[config.mk]
export PLATFORM = sky130hd
export DESIGN_NAME = chs_merge
export DESIGN_NICKNAME = d
export VERILOG_FILES = /design/src/rtl/chs_pkg.sv /design/src/rtl/chs_merge.sv
export SDC_FILE = /design/constraint.sdc
export NUM_CORES = 1
export LEC_CHECK = 0
export ABC_AREA = 1
export BUFFER_PORTS_ARGS = -buffer_cell sky130_fd_sc_hd__buf_2
export CAP_MARGIN = 0
export CORE_UTILIZATION = 44
export CTS_BUF_LIST = sky130_fd_sc_hd__clkbuf_16
export CTS_CLUSTER_SIZE = 10
export DETAILED_ROUTE_END_ITERATION = 10
export PLACE_DENSITY = 0.85
export SLEW_MARGIN = 20
export SYNTH_ARGS = -nofsm -noshare
export SYNTH_HDL_FRONTEND = slang
export SYNTH_SLANG_ARGS = --single-unit
[constraint.sdc]
create_clock -name clk -period 0.9 [get_ports clk]
set_input_delay 0.045 -clock clk [delete_from_list [all_inputs] [get_ports clk]]
set_output_delay 0.045 -clock clk [all_outputs]
set_load 0.05 [all_outputs]
[src/rtl/chs_pkg.sv]
// chs_pkg: shared types and fixed-point constants for the cubic hermite sampler
// no dependencies; used by chs_lane, chs_merge and the top level
package chs_pkg;

  localparam int FieldW = 32;           // width of point, slope and output fields
  localparam int CoefW  = 38;           // hermite coefficients stay below 2^37
  localparam int AccW   = 41;           // horner partial sums stay below 2^40
  localparam int TW     = 18;           // t in q0.16, up to 1.0, plus headroom
  localparam int StepW  = 17;
  localparam int SegW   = 7;
  localparam logic [TW-1:0] TOne = 18'd65536;

  // register indexes
  localparam logic [1:0] RegNumSegments = 2'd0;
  localparam logic [1:0] RegTStep       = 2'd1;

  // one issued sample as seen by the lanes
  typedef struct packed {
    logic          adv;
    logic          load;
    logic [TW-1:0] t;
  } lane_ctl_t;

endpackage

[src/rtl/chs_merge.sv]
// chs_merge: output register that joins the three lane results into one request
// depends on chs_pkg
module chs_merge (
  input  logic                              clk,
  input  logic                              rst,
  input  logic                              adv,
  input  logic                              in_v,
  input  logic                              in_last,
  input  logic signed [chs_pkg::FieldW-1:0] rx,
  input  logic signed [chs_pkg::FieldW-1:0] ry,
  input  logic signed [chs_pkg::FieldW-1:0] rz,
  output logic                              out_valid,
  output logic signed [chs_pkg::FieldW-1:0] out_x,
  output logic signed [chs_pkg::FieldW-1:0] out_y,
  output logic signed [chs_pkg::FieldW-1:0] out_z,
  output logic                              last_sample
);
  // valid flag
  always_ff @(posedge clk) begin
    if (rst) out_valid <= 1'b0;
    else if (adv) out_valid <= in_v;
  end

  // payload
  always_ff @(posedge clk) begin
    if (adv) begin
      out_x       <= rx;
      out_y       <= ry;
      out_z       <= rz;
      last_sample <= in_last;
    end
  end
endmodule

==> flow_summary.ini <==
[floorplanning]
rows = 29
initial_core_util_pct = 46.1
die_area_um2 = 7050
die_y_um = 84.0
boundaryPins = 199
core_area_um2 = 6420
die_x_um = 84.0

[yosys]
synth_enable_flop_cells = 97
syn_area_um2 = 2960
async_flop_share_pct = 0
synth_common_cells = 97 x edfxtp_1, 2 x inv_1, 2 x nand2_1
synth_top_area_share_pct = 98.5
synth.most_common_cell = edfxtp_1
yosysSeqAreaShare_pct = 99.2
ys.flop_type = edfxtp_1
yosysTopAreaCell = edfxtp_1
syn_avg_cell_area_um2 = 28.4
yosysWarningCount = 0
synthDistinctLibCells = 6
ys_seq_elements = 98
syn_nets = 205
syn_inst = 104
synth_area_leaders = edfxtp_1 98%, dfxtp_1 0.68%, inv_1 0.25%, nand2_1 0.25%, nor2_2 0.21%

[power]
total_power_mw = 12.4
p_switching_mw = 3.72
sw_frac_of_total_pct = 29.9
p_int_mw = 8.70
power_density_nw_per_um2 = 2070
p_seq_share_pct = 45.5
p_comb_share_pct = 22.6
p_leak_nw = 2.54
clockPowerShare_pct = 32.0
ir_drop_mv = 1.67

[grt]
grtUsageTotal_pct = 35.6
grt_pass1_vias = 2772
overflow = 0
grt_pass1_wl_um = 17300
antenna_found_initial = 0
grt_max_degree = 38

[critical_path]
end_kind = output pin
required_ns = 0.85
cp_max_fo = 1
max_stage_delay_ns = 0.43
path_class = register to output pin
start_kind = register
crit_chain = buf_6
worst-path-buf-inv = 1
worst_path_max_delay_cell = edfxtp_1
cpLargestDelayFamily = flip-flops
cp.arrival_ns = 0.96

[placed_design]
dp_hpwl_um = 5020
io_buffers = 198
dp_slack_ns = 0.0840
placed_area_um2 = 4100
gp_congestion = 0.744

[clock_network]
path_clk_slew_ns = 0.08
cts_setup_buffers = 0
clkSinkCount = 98
clkLatencyLatePin_ns = 0.34
cts_root_buf = clkbuf_16
cts_max_level = 3
cts_buffer_depth = 2
cts_tree = done
cts_made_buffers = 9

[run]
drv_cap = 0

[status]
violations = DRC, setup timing
outcome = finished, violations left

[detailed_routing]
via_count = 2532
drt_pass1_iterations = 8
wl_per_cell_um = 24.3
vias_per_cell = 5.09
drt_iter0_markers = 212
drc = 18
finalWirelength_um = 12100
ant_nets = 0

[sta]
tightest_slew_ns = 0.209
finClkSkew_ns = 0
worst_slack_ns = -0.103
min_period_ns = 1.00
hold_violations = 0
tns_ns = -5.54
post-route-period-util_pct = 111
rsz0062_at_grt = true
relSlewSlack_pct = 86.0
maxSlewViolCount = 0
max_clock_freq_mhz = 997
setup_viol = 97

[cells_and_area]
fin_area_um2 = 6000
diodes = 0
final_nets = 516
final_layout_size_suffix_gt1_share_pct = 52.1
area_delta_synth_final_pct = 103
fin_util_pct = 93.5

[worst_hold_path]
hold_path_class = input pin to register
## state kept, by name, indices dropped and copies added (netlist names)
register,count
out_x,32
out_y,32
out_z,32
last_sample,1
out_valid,1
## per-layer routing
metal  part of all wire (%)  global-route usage [%]
met1                     35                    40.2
met2                     51                    60.9
met3                    9.7                    11.6
met4                    4.3                    17.6
met5                      0                       0
## power groups by stage
stage	Combinational, mW	Sequential (mW)	Clock (mW)
final	2.80	5.65	3.97
after detailed placement	1.95	5.60	0
after CTS	2.70	5.60	3.82
after floorplan	0.00761	6.88	0
after global routing	2.86	5.67	4.14
after global placement	1.91	5.59	0
## final timing paths
check / end / from / depth (start not counted) / slack [ns]
hold / removal: out_valid$_SDFFE_PP0P_ / in_v / 5 / 0.06
hold reg to reg: out_valid$_SDFFE_PP0P_ / out_valid$_SDFFE_PP0P_ / 2 / 0.54
setup reg to reg: out_valid$_SDFFE_PP0P_ / out_valid$_SDFFE_PP0P_ / 2 / 0.28
setup / recovery: out_z[27] / out_z[27]$_DFFE_PP_ / 1 / -0.10
## area by class of cell
type	count	area (um2)
Inverter	2	7.51
Fill cell	183	420
Tap cell	77	96.3
Multi-Input combinational cell	4	17.5
Timing Repair Buffer	300	2650
Sequential cell	98	2930
Clock buffer	9	225
Clock inverter	7	75.1
## cell families after synthesis
family	share of synthesized area (%)
flip-flops	99.2
buffers and inverters	0.254
AND/OR/NAND/NOR	0.592
## repair_timing
item,in CTS,in global routing
hold buffers,98,0
gates resized for setup,197,1
setup endpoints to repair,98,98
hold endpoints to repair,98,0
## per-stage QoR
| stage | cells | hold slack [ns] |
|---|---|---|
| after global placement | 383 | 0.221 |
| after CTS | 497 | 0.0304 |
| after detailed placement | 383 | 0.223 |
| final | 497 | 0.0579 |
| after floorplan | 104 | 0.144 |
| after global routing | 497 | 0.0658 |
## cells in the final DEF, fill, tap and decap left out
cell / instances
bufinv_16: 1
clkinvlp_4: 2
clkinv_4: 1
nor2_2: 1
buf_8: 1
buf_12: 2
dlygate4sd3_1: 98
inv_6: 2
clkbuf_16: 9
nand2_1: 2
clkinv_1: 1
nor2_1: 1
edfxtp_1: 97
dfxtp_2: 1
buf_6: 97
buf_2: 99
inv_1: 2
buf_4: 3
No activity file was read; power rests on OpenSTA's default activity.
